### src/rtl/core/crt_pkg.sv
// shared constants, codes and control types for the crt solver
`timescale 1ns / 1ps
package crt_pkg;

  localparam int MAX_MODULI = 4;
  localparam int MOD_WIDTH  = 16;
  localparam int IN_W       = 16;
  localparam int SOL_W      = 64;
  localparam int STAT_W     = 2;
  localparam int CNT_W      = $clog2(MAX_MODULI + 1);
  localparam int IDX_W      = (MAX_MODULI > 1) ? $clog2(MAX_MODULI) : 1;
  localparam int DVD_W      = 2 * MOD_WIDTH;
  localparam int T_W        = MOD_WIDTH + 2;

  typedef enum logic [STAT_W-1:0] {
    ST_OK    = 2'd0,
    ST_NOINV = 2'd1,
    ST_BAD   = 2'd2
  } crt_status_t;

  typedef enum logic [4:0] {
    S_LOAD,
    S_CHECK,
    S_N_CHK,
    S_N_WAIT,
    S_K_CHK,
    S_Q_CHK,
    S_Q_WAIT,
    S_EU_INIT,
    S_EU_CHK,
    S_EU_WAIT,
    S_INV,
    S_RES_DIV,
    S_RES_WAIT,
    S_T_WAIT,
    S_X_UPD,
    S_OUT_OK,
    S_OUT_NOINV,
    S_OUT_BAD
  } ctrl_state_t;

  typedef enum logic [4:0] {
    OP_IDLE,
    OP_STORE,
    OP_N_INIT,
    OP_N_MUL,
    OP_N_TAKE,
    OP_K_INIT,
    OP_J_SKIP,
    OP_Q_MUL,
    OP_Q_TAKE,
    OP_EU_INIT,
    OP_EU_DIV,
    OP_EU_UPD,
    OP_INV,
    OP_RES_DIV,
    OP_T_MUL,
    OP_X_DIFF,
    OP_X_UPD,
    OP_OUT
  } dp_op_t;

  typedef struct packed {
    dp_op_t      op;
    crt_status_t status;
  } ctrl_cmd_t;

  typedef struct packed {
    logic bad;
    logic j_end;
    logic j_is_k;
    logic k_end;
    logic mul_busy;
    logic div_busy;
    logic cur_zero;
    logic prev_one;
    logic out_busy;
  } dp_stat_t;

endpackage

### src/rtl/core/crt_solver_top.sv
// top level of the crt solver: controller plus datapath
// loading: one pair per cycle; the last pair starts the solve, input stalls meanwhile
// solve: one multiply per modulus for the product, then per pair a multiply and a divide
// per other modulus, a divide per euclid step, the inverse, a divide and a multiply for the term, then the update
// solve time is set by the bit-serial divider and the shift-add multiplier
// reset: synchronous active-low rst_n clears pair count, bad flag, controller and valid
`timescale 1ns / 1ps
module crt_solver_top (
  input  logic                        clk,
  input  logic                        rst_n,
  input  logic                        in_valid,
  output logic                        in_stall,
  input  logic [crt_pkg::IN_W-1:0]    in_residue,
  input  logic [crt_pkg::IN_W-1:0]    in_modulus,
  input  logic                        in_last,
  output logic                        out_valid,
  input  logic                        out_stall,
  output logic [crt_pkg::SOL_W-1:0]   out_solution,
  output logic [crt_pkg::STAT_W-1:0]  out_status
);
  import crt_pkg::*;

  ctrl_cmd_t cmd;
  dp_stat_t  stat;

  crt_ctrl u_ctrl (
    .clk      (clk),
    .rst_n    (rst_n),
    .in_valid (in_valid),
    .in_last  (in_last),
    .in_stall (in_stall),
    .stat     (stat),
    .cmd      (cmd)
  );

  crt_dp u_dp (
    .clk          (clk),
    .rst_n        (rst_n),
    .cmd          (cmd),
    .stat         (stat),
    .in_residue   (in_residue),
    .in_modulus   (in_modulus),
    .out_stall    (out_stall),
    .out_valid    (out_valid),
    .out_solution (out_solution),
    .out_status   (out_status)
  );

endmodule

### src/rtl/core/crt_div.sv
// restoring divider, one quotient bit per cycle
`timescale 1ns / 1ps
module crt_div (
  input  logic                          clk,
  input  logic                          rst_n,
  input  logic                          start,
  input  logic [crt_pkg::DVD_W-1:0]     dividend,
  input  logic [crt_pkg::MOD_WIDTH-1:0] divisor,
  output logic                          busy,
  output logic [crt_pkg::DVD_W-1:0]     quotient,
  output logic [crt_pkg::MOD_WIDTH-1:0] remainder
);
  import crt_pkg::*;

  localparam int DC_W = $clog2(DVD_W + 1);

  logic [DC_W-1:0]      cnt_r;
  logic [DVD_W-1:0]     quo_r;
  logic [MOD_WIDTH-1:0] rem_r;
  logic [MOD_WIDTH-1:0] dvs_r;
  logic [MOD_WIDTH:0]   trial;
  logic                 ge;

  // trial subtract of the next bit
  always_comb begin
    trial = {rem_r, quo_r[DVD_W-1]};
    ge    = (trial >= {1'b0, dvs_r});
  end

  // bit counter
  always_ff @(posedge clk) begin
    if (!rst_n) begin
      cnt_r <= '0;
    end else if (start) begin
      cnt_r <= DC_W'(DVD_W);
    end else if (cnt_r != '0) begin
      cnt_r <= cnt_r - 1'b1;
    end
  end

  // partial remainder and quotient shift
  always_ff @(posedge clk) begin
    if (start) begin
      quo_r <= dividend;
      rem_r <= '0;
      dvs_r <= divisor;
    end else if (cnt_r != '0) begin
      quo_r <= {quo_r[DVD_W-2:0], ge};
      rem_r <= ge ? MOD_WIDTH'(trial - {1'b0, dvs_r}) : trial[MOD_WIDTH-1:0];
    end
  end

  assign busy      = (cnt_r != '0);
  assign quotient  = quo_r;
  assign remainder = rem_r;

endmodule

### src/rtl/core/crt_dp.sv
// datapath: pair store, shift-add multiplier, euclid registers, accumulator
`timescale 1ns / 1ps
module crt_dp (
  input  logic                     clk,
  input  logic                     rst_n,
  input  crt_pkg::ctrl_cmd_t       cmd,
  output crt_pkg::dp_stat_t        stat,
  input  logic [crt_pkg::IN_W-1:0] in_residue,
  input  logic [crt_pkg::IN_W-1:0] in_modulus,
  input  logic                     out_stall,
  output logic                     out_valid,
  output logic [crt_pkg::SOL_W-1:0] out_solution,
  output logic [crt_pkg::STAT_W-1:0] out_status
);
  import crt_pkg::*;

  logic [MOD_WIDTH-1:0] res_mem [MAX_MODULI];
  logic [MOD_WIDTH-1:0] mod_mem [MAX_MODULI];
  logic [CNT_W-1:0]     cnt_r;
  logic                 bad_r;
  logic [CNT_W-1:0]     k_r;
  logic [CNT_W-1:0]     j_r;
  logic [SOL_W-1:0]     n_r;
  logic [SOL_W-1:0]     q_r;
  logic [SOL_W-1:0]     x_r;
  logic [SOL_W-1:0]     d_r;
  logic [MOD_WIDTH-1:0] qm_r;
  logic [MOD_WIDTH-1:0] m_k_r;
  logic [MOD_WIDTH-1:0] res_k_r;
  logic [MOD_WIDTH-1:0] prev_r_r;
  logic [MOD_WIDTH-1:0] cur_r_r;
  logic signed [T_W-1:0] prev_t_r;
  logic signed [T_W-1:0] cur_t_r;
  logic [MOD_WIDTH-1:0] inv_r;
  logic [SOL_W-1:0]     mul_a_r;
  logic [MOD_WIDTH-1:0] mul_b_r;
  logic [SOL_W-1:0]     mul_p_r;
  logic                 out_valid_r;
  logic [SOL_W-1:0]     out_solution_r;
  logic [STAT_W-1:0]    out_status_r;

  logic [MOD_WIDTH-1:0] res_in;
  logic [MOD_WIDTH-1:0] mod_in;
  logic [IDX_W-1:0]     rd_idx;
  logic [MOD_WIDTH-1:0] mod_rd;
  logic                 mul_start;
  logic [SOL_W-1:0]     mul_a_in;
  logic [MOD_WIDTH-1:0] mul_b_in;
  logic                 mul_busy;
  logic                 div_start;
  logic [DVD_W-1:0]     div_dvd;
  logic [MOD_WIDTH-1:0] div_dvs;
  logic                 div_busy;
  logic [DVD_W-1:0]     div_quo;
  logic [MOD_WIDTH-1:0] div_rem;
  logic signed [T_W+MOD_WIDTH:0] qt_prod;
  logic signed [T_W-1:0] next_t;
  logic signed [T_W-1:0] inv_fix;

  // field masking and single read port into the pair store
  assign res_in = in_residue[MOD_WIDTH-1:0];
  assign mod_in = in_modulus[MOD_WIDTH-1:0];
  assign rd_idx = (cmd.op == OP_K_INIT) ? k_r[IDX_W-1:0] : j_r[IDX_W-1:0];
  assign mod_rd = mod_mem[rd_idx];

  // pair store
  always_ff @(posedge clk) begin
    if (cmd.op == OP_STORE && mod_in != '0 && cnt_r < CNT_W'(MAX_MODULI)) begin
      res_mem[cnt_r[IDX_W-1:0]] <= res_in;
      mod_mem[cnt_r[IDX_W-1:0]] <= mod_in;
    end
  end

  // pair count and bad input flag
  always_ff @(posedge clk) begin
    if (!rst_n) begin
      cnt_r <= '0;
      bad_r <= 1'b0;
    end else if (cmd.op == OP_STORE) begin
      if (mod_in == '0 || cnt_r >= CNT_W'(MAX_MODULI)) begin
        bad_r <= 1'b1;
      end else begin
        cnt_r <= cnt_r + 1'b1;
      end
    end else if (cmd.op == OP_OUT) begin
      cnt_r <= '0;
      bad_r <= 1'b0;
    end
  end

  // loop indices
  always_ff @(posedge clk) begin
    if (!rst_n) begin
      k_r <= '0;
      j_r <= '0;
    end else begin
      unique case (cmd.op)
        OP_N_INIT: begin
          k_r <= '0;
          j_r <= '0;
        end
        OP_K_INIT:                   j_r <= '0;
        OP_N_MUL, OP_J_SKIP, OP_Q_MUL: j_r <= j_r + 1'b1;
        OP_X_UPD:                    k_r <= k_r + 1'b1;
        default: ;
      endcase
    end
  end

  // multiplier and divider operand selection
  always_comb begin
    mul_start = 1'b0;
    mul_a_in  = q_r;
    mul_b_in  = mod_rd;
    div_start = 1'b0;
    div_dvd   = DVD_W'(qm_r) * DVD_W'(mod_rd);
    div_dvs   = m_k_r;
    case (cmd.op)
      OP_N_MUL: begin
        mul_start = 1'b1;
        mul_a_in  = n_r;
      end
      OP_Q_MUL: begin
        mul_start = 1'b1;
        div_start = 1'b1;
      end
      OP_EU_DIV: begin
        div_start = 1'b1;
        div_dvd   = DVD_W'(prev_r_r);
        div_dvs   = cur_r_r;
      end
      OP_RES_DIV: begin
        div_start = 1'b1;
        div_dvd   = DVD_W'(res_k_r) * DVD_W'(inv_r);
      end
      OP_T_MUL: begin
        mul_start = 1'b1;
        mul_b_in  = div_rem;
      end
      default: ;
    endcase
  end

  // shift-add multiplier, one multiplier bit per cycle
  always_ff @(posedge clk) begin
    if (!rst_n) begin
      mul_b_r <= '0;
    end else if (mul_start) begin
      mul_b_r <= mul_b_in;
    end else if (mul_busy) begin
      mul_b_r <= mul_b_r >> 1;
    end
  end

  always_ff @(posedge clk) begin
    if (mul_start) begin
      mul_a_r <= mul_a_in;
      mul_p_r <= '0;
    end else if (mul_busy) begin
      if (mul_b_r[0]) begin
        mul_p_r <= mul_p_r + mul_a_r;
      end
      mul_a_r <= mul_a_r << 1;
    end
  end

  assign mul_busy = (mul_b_r != '0);

  crt_div u_div (
    .clk       (clk),
    .rst_n     (rst_n),
    .start     (div_start),
    .dividend  (div_dvd),
    .divisor   (div_dvs),
    .busy      (div_busy),
    .quotient  (div_quo),
    .remainder (div_rem)
  );

  // euclid coefficient update and inverse fix-up
  always_comb begin
    qt_prod = $signed({1'b0, div_quo[MOD_WIDTH-1:0]}) * cur_t_r;
    next_t  = prev_t_r - qt_prod[T_W-1:0];
    inv_fix = prev_t_r[T_W-1] ? (prev_t_r + $signed(T_W'(m_k_r))) : prev_t_r;
  end

  // working registers
  always_ff @(posedge clk) begin
    case (cmd.op)
      OP_N_INIT: begin
        n_r <= SOL_W'(1);
        x_r <= '0;
      end
      OP_N_TAKE: n_r <= mul_p_r;
      OP_K_INIT: begin
        q_r     <= SOL_W'(1);
        qm_r    <= MOD_WIDTH'(1);
        m_k_r   <= mod_rd;
        res_k_r <= res_mem[rd_idx];
      end
      OP_Q_TAKE: begin
        q_r  <= mul_p_r;
        qm_r <= div_rem;
      end
      OP_EU_INIT: begin
        prev_r_r <= m_k_r;
        cur_r_r  <= qm_r;
        prev_t_r <= '0;
        cur_t_r  <= T_W'(1);
      end
      OP_EU_UPD: begin
        prev_r_r <= cur_r_r;
        cur_r_r  <= div_rem;
        prev_t_r <= cur_t_r;
        cur_t_r  <= next_t;
      end
      OP_INV: inv_r <= (m_k_r == MOD_WIDTH'(1)) ? '0 : inv_fix[MOD_WIDTH-1:0];
      OP_X_DIFF: d_r <= n_r - mul_p_r;
      OP_X_UPD: x_r <= (x_r >= d_r) ? (x_r - d_r) : (x_r + mul_p_r);
      default: ;
    endcase
  end

  // result register
  always_ff @(posedge clk) begin
    if (!rst_n) begin
      out_valid_r <= 1'b0;
    end else if (cmd.op == OP_OUT) begin
      out_valid_r <= 1'b1;
    end else if (!out_stall) begin
      out_valid_r <= 1'b0;
    end
  end

  always_ff @(posedge clk) begin
    if (cmd.op == OP_OUT) begin
      out_solution_r <= (cmd.status == ST_OK) ? x_r : '0;
      out_status_r   <= cmd.status;
    end
  end

  assign out_valid    = out_valid_r;
  assign out_solution = out_solution_r;
  assign out_status   = out_status_r;

  // status towards the controller
  always_comb begin
    stat.bad      = bad_r;
    stat.j_end    = (j_r == cnt_r);
    stat.j_is_k   = (j_r == k_r);
    stat.k_end    = (k_r == cnt_r);
    stat.mul_busy = mul_busy;
    stat.div_busy = div_busy;
    stat.cur_zero = (cur_r_r == '0);
    stat.prev_one = (prev_r_r == MOD_WIDTH'(1));
    stat.out_busy = out_valid_r && out_stall;
  end

endmodule

### src/rtl/core/crt_ctrl.sv
// controller: sequences loading, product, per-pair inverse and accumulation
`timescale 1ns / 1ps
module crt_ctrl (
  input  logic                  clk,
  input  logic                  rst_n,
  input  logic                  in_valid,
  input  logic                  in_last,
  output logic                  in_stall,
  input  crt_pkg::dp_stat_t     stat,
  output crt_pkg::ctrl_cmd_t    cmd
);
  import crt_pkg::*;

  ctrl_state_t state_r;
  ctrl_state_t state_nxt;
  logic        units_idle;

  assign units_idle = !stat.mul_busy && !stat.div_busy;

  // state register
  always_ff @(posedge clk) begin
    if (!rst_n) begin
      state_r <= S_LOAD;
    end else begin
      state_r <= state_nxt;
    end
  end

  // next state
  always_comb begin
    state_nxt = state_r;
    unique case (state_r)
      S_LOAD:      if (in_valid && in_last) state_nxt = S_CHECK;
      S_CHECK:     state_nxt = stat.bad ? S_OUT_BAD : S_N_CHK;
      S_N_CHK:     state_nxt = stat.j_end ? S_K_CHK : S_N_WAIT;
      S_N_WAIT:    if (units_idle) state_nxt = S_N_CHK;
      S_K_CHK:     state_nxt = stat.k_end ? S_OUT_OK : S_Q_CHK;
      S_Q_CHK: begin
        if (stat.j_end) begin
          state_nxt = S_EU_INIT;
        end else if (!stat.j_is_k) begin
          state_nxt = S_Q_WAIT;
        end
      end
      S_Q_WAIT:    if (units_idle) state_nxt = S_Q_CHK;
      S_EU_INIT:   state_nxt = S_EU_CHK;
      S_EU_CHK: begin
        if (!stat.cur_zero) begin
          state_nxt = S_EU_WAIT;
        end else begin
          state_nxt = stat.prev_one ? S_INV : S_OUT_NOINV;
        end
      end
      S_EU_WAIT:   if (units_idle) state_nxt = S_EU_CHK;
      S_INV:       state_nxt = S_RES_DIV;
      S_RES_DIV:   state_nxt = S_RES_WAIT;
      S_RES_WAIT:  if (units_idle) state_nxt = S_T_WAIT;
      S_T_WAIT:    if (units_idle) state_nxt = S_X_UPD;
      S_X_UPD:     state_nxt = S_K_CHK;
      S_OUT_OK, S_OUT_NOINV, S_OUT_BAD: begin
        if (!stat.out_busy) state_nxt = S_LOAD;
      end
      default:     state_nxt = S_LOAD;
    endcase
  end

  // commands to the datapath
  always_comb begin
    cmd.op     = OP_IDLE;
    cmd.status = ST_OK;
    in_stall   = 1'b1;
    unique case (state_r)
      S_LOAD: begin
        in_stall = 1'b0;
        if (in_valid) cmd.op = OP_STORE;
      end
      S_CHECK:     if (!stat.bad) cmd.op = OP_N_INIT;
      S_N_CHK:     if (!stat.j_end) cmd.op = OP_N_MUL;
      S_N_WAIT:    if (units_idle) cmd.op = OP_N_TAKE;
      S_K_CHK:     if (!stat.k_end) cmd.op = OP_K_INIT;
      S_Q_CHK: begin
        if (!stat.j_end) cmd.op = stat.j_is_k ? OP_J_SKIP : OP_Q_MUL;
      end
      S_Q_WAIT:    if (units_idle) cmd.op = OP_Q_TAKE;
      S_EU_INIT:   cmd.op = OP_EU_INIT;
      S_EU_CHK:    if (!stat.cur_zero) cmd.op = OP_EU_DIV;
      S_EU_WAIT:   if (units_idle) cmd.op = OP_EU_UPD;
      S_INV:       cmd.op = OP_INV;
      S_RES_DIV:   cmd.op = OP_RES_DIV;
      S_RES_WAIT:  if (units_idle) cmd.op = OP_T_MUL;
      S_T_WAIT:    if (units_idle) cmd.op = OP_X_DIFF;
      S_X_UPD:     cmd.op = OP_X_UPD;
      S_OUT_OK:    if (!stat.out_busy) cmd.op = OP_OUT;
      S_OUT_NOINV: begin
        cmd.status = ST_NOINV;
        if (!stat.out_busy) cmd.op = OP_OUT;
      end
      S_OUT_BAD: begin
        cmd.status = ST_BAD;
        if (!stat.out_busy) cmd.op = OP_OUT;
      end
      default: ;
    endcase
  end

endmodule
### config.mk
export PLATFORM = sky130hd
export DESIGN_NAME = crt_solver_top
export DESIGN_NICKNAME = d
export VERILOG_FILES = /design/src/rtl/core/crt_pkg.sv /design/src/rtl/core/crt_solver_top.sv /design/src/rtl/core/crt_div.sv /design/src/rtl/core/crt_dp.sv /design/src/rtl/core/crt_ctrl.sv
export SDC_FILE = /design/constraint.sdc
export NUM_CORES = 2
export LEC_CHECK = 0
export ABC_AREA = 0
export BUFFER_PORTS_ARGS = -buffer_cell sky130_fd_sc_hd__buf_2
export CORE_MARGIN = 5
export CORE_UTILIZATION = 55
export CTS_CLUSTER_SIZE = 14
export DETAILED_ROUTE_END_ITERATION = 16
export GPL_ROUTABILITY_DRIVEN = 0
export PLACE_DENSITY = 0.69
export SYNTH_ARGS = -nofsm -noshare
export SYNTH_HDL_FRONTEND = slang
export SYNTH_SLANG_ARGS = --single-unit
### constraint.sdc
create_clock -name clk -period 13.6 [get_ports clk]
set_input_delay 1.36 -clock clk [delete_from_list [all_inputs] [get_ports clk]]
set_output_delay 1.36 -clock clk [all_outputs]
set_load 0.02 [all_outputs]
==> reports/qor.csv <==
metric,value,unit
outcome,finished clean,
max_slew_margin,12.8,%
wl_per_cell,21.1,microns
core.rowCount,130,
synth_top_cell_area_share,29.9,%
synth_compound_area_share,12.8,%
cp-start-kind,register,
required,14.02,ns
layout_commonest_cell,nand2_1,
core_area,0.126,sq mm
vias,53500,
rsz0062_at_grt,false,
synth-seq-cells,812,
cts.hold.buffers_added,0,
synth_area_leader_cell,edfxtp_1,
syn_to_final_growth,7.11,%
cp-end-kind,register,
postSynth.asyncResetShare,0,%
syn_area_per_cell,9.65,sq um
critPathSlowestCell,mux4_2,
drive_gt1_share,5.39,%
ioPinCount,105,
clock_sinks,812,
fp.dieW,366,microns
grt_max_degree,69,
cp.arrival,10.11,ns
grt_pass1_vias,53800,
fmax,0.103,GHz
slew_violations,0,
syn_nets,8335,
start_util,55.4,%
cts_tree,done,
fin_crit_sh,71.2,%
maxCapViolations,0,
numPortBuffers,104,
synth_top_family_by_area,adder cells,
finClkSkew,0.0510,ns
numCtsBuffers,92,
synthAdderAreaFrac,25.1,%
drtIter0Drc,4742,
ctsRootBufferMaster,clkbuf_16,
die_area,0.134,sq mm
synth_xor_area_share,4.47,%
synthCells,7214,
synth_flop_cell,edfxtp_1,
routed_wirelength,188000,microns
max_stage_delay,0.79,ns
worstPathMaxFanout,32,
fin_nets,8287,
ys_seq_area_share,33.3,%
synth_simple_gate_area_share,16.3,%
design_area,0.0746,sq mm
finalHoldViolations,0,
crit_top_cell,fa_1,
r2r_cells,29,
yosysWarnings,0,
dpl-instance-area,0.0716,sq mm
synth_edf_count,694,
post_cts_buffers,0,
synth_area_leaders,"edfxtp_1, fa_1, ha_1",
ant_nets,0,
grt_pass1_wl,299000,microns
grt_remaining_overflow,0,
grt_usage,27.8,%
antenna_found_initial,5,
final_cell_mix,"nand2_1, inv_1, edfxtp_1",
critPathKind,reg -> reg,
synth_mux_area_share,2.03,%
insertedDiodeCount,0,
drc,0,
hp-class,reg -> reg,
fillers,10600,
drt-pass1-iter-count,10,
final.min_clock_period,9.69,ns
synth_cell_types,90,
worstMarginPinSlew,1.29,ns
die_y,366,microns
min_path_cells,2,
tns,0,ns
clk_pin_slew_worst_paths,0.07,ns
cts.repair.resized,0,
worst_skew_pair.late_latency,0.73,ns
vias_per_cell,6.01,
syn_area,0.0696,sq mm
cts_buffer_depth,3,
finalSetupViolations,0,
dpl.hpwl,140000,microns
htreeDepth,3,
-- flip-flops by register name (all words and copies together), names as in the netlist, 18 cells and up --
name                 flops
u_dp.out_solution       64
u_dp.res_mem            64
u_dp.mul_p_r            64
u_dp.q_r                64
u_dp.mul_a_r            64
u_dp.n_r                64
u_dp.mod_mem            64
u_dp.cur_t_r            18
u_dp.d_r                64
u_dp.prev_t_r           18
u_dp.u_div.quotient     32
u_dp.x_r                64
-- metal layers --
metal / GRT usage [%] / share of wire (%) / vias up
li1: - / - / 24700
met1: 38.5 / 43 / 26300
met2: 44.6 / 45 / 2134
met3: 5.56 / 8.6 / 401
met4: 8.54 / 3.2 / 2
met5: 0 / 0.011 / -
-- worst max-delay path, delay by kind of cell (launching register included) --
family,cells,cell delay (ns)
DFF,1,0.69
buffers and inverters,5,0.74
adders and majority gates,7,3.30
AOI/OAI and AO/OA,7,1.45
and+or+nand+nor,8,2.08
muxes,2,1.06
-- cell usage after synthesis, drive strengths merged, types with 14 or more instances --
| cell | count |
|---|---|
| a2111oi | 19 |
| a211oi | 50 |
| a21boi | 27 |
| a21o | 176 |
| a21oi | 408 |
| a222oi | 14 |
| a22oi | 76 |
| a31oi | 46 |
| and2 | 434 |
| and3 | 39 |
| buf | 56 |
| clkbuf | 251 |
| dfxtp | 118 |
| edfxtp | 694 |
| fa | 519 |
| ha | 565 |
| inv | 797 |
| mux2i | 68 |
| mux4 | 32 |
| nand2 | 918 |
| nand2b | 46 |
| nand3 | 85 |
| nand4 | 60 |
| nor2 | 477 |
| nor2b | 74 |
| nor3 | 85 |
| nor4 | 94 |
| o211ai | 19 |
| o21a | 61 |
| o21ai | 242 |
| o21bai | 59 |
| o22ai | 20 |
| o31a | 17 |
| o31ai | 26 |
| or2 | 15 |
| or3 | 20 |
| xnor2 | 233 |
| xor2 | 122 |
-- final cells by class --
cell class / count / area [sq um] / area share [%]
Sequential cell: 812 / 23200 / 31.1
Timing Repair Buffer: 165 / 978 / 1.31
Tap cell: 1650 / 2060 / 2.77
Clock buffer: 113 / 2440 / 3.28
Inverter: 798 / 3000 / 4.02
Clock inverter: 56 / 541 / 0.725
Multi-Input combinational cell: 5297 / 42300 / 56.8
-- path summary, 6_finish.rpt --
| kind | slack (ns) | startpoint | to |
|---|---|---|---|
| min | 0.50 | u_dp.q_r[31] | u_dp.mul_a_r[31] |
| max reg2reg | 3.91 | u_ctrl.state_r[2] | u_dp.u_div.quotient[31] |
| max | 3.91 | u_ctrl.state_r[2] | u_dp.u_div.quotient[31] |
| min reg2reg | 0.50 | u_dp.q_r[31] | u_dp.mul_a_r[31] |
-- metrics by stage --
step | worst slack [ns] | std cells | utilization [%] | hold slack [ns]
5_1_grt | 3.28 | 8891 | 59.3 | 0.514
3_3_place_gp | 4.33 | 8722 | 56.9 | 0.461
2_1_floorplan | 5.33 | 7214 | - | 0.441
4_1_cts | 3.96 | 8891 | 59.3 | 0.491
3_5_place_dp | 4.03 | 8722 | 56.9 | 0.490
6_report | 3.91 | 8891 | 59.3 | 0.501
-- cell families after synthesis --
group,count (synthesis)
xor gates and xnor gates,355
adders and majority gates,1084
DFF,812
muxes,101
buffers and inverters,1105
AOI/OAI and AO/OA,1367
and+or+nand+nor,2390
Power is left out: the tool's default activity adds up to more than one toggle a clock period on the data nets, which glitch-free logic cannot reach.
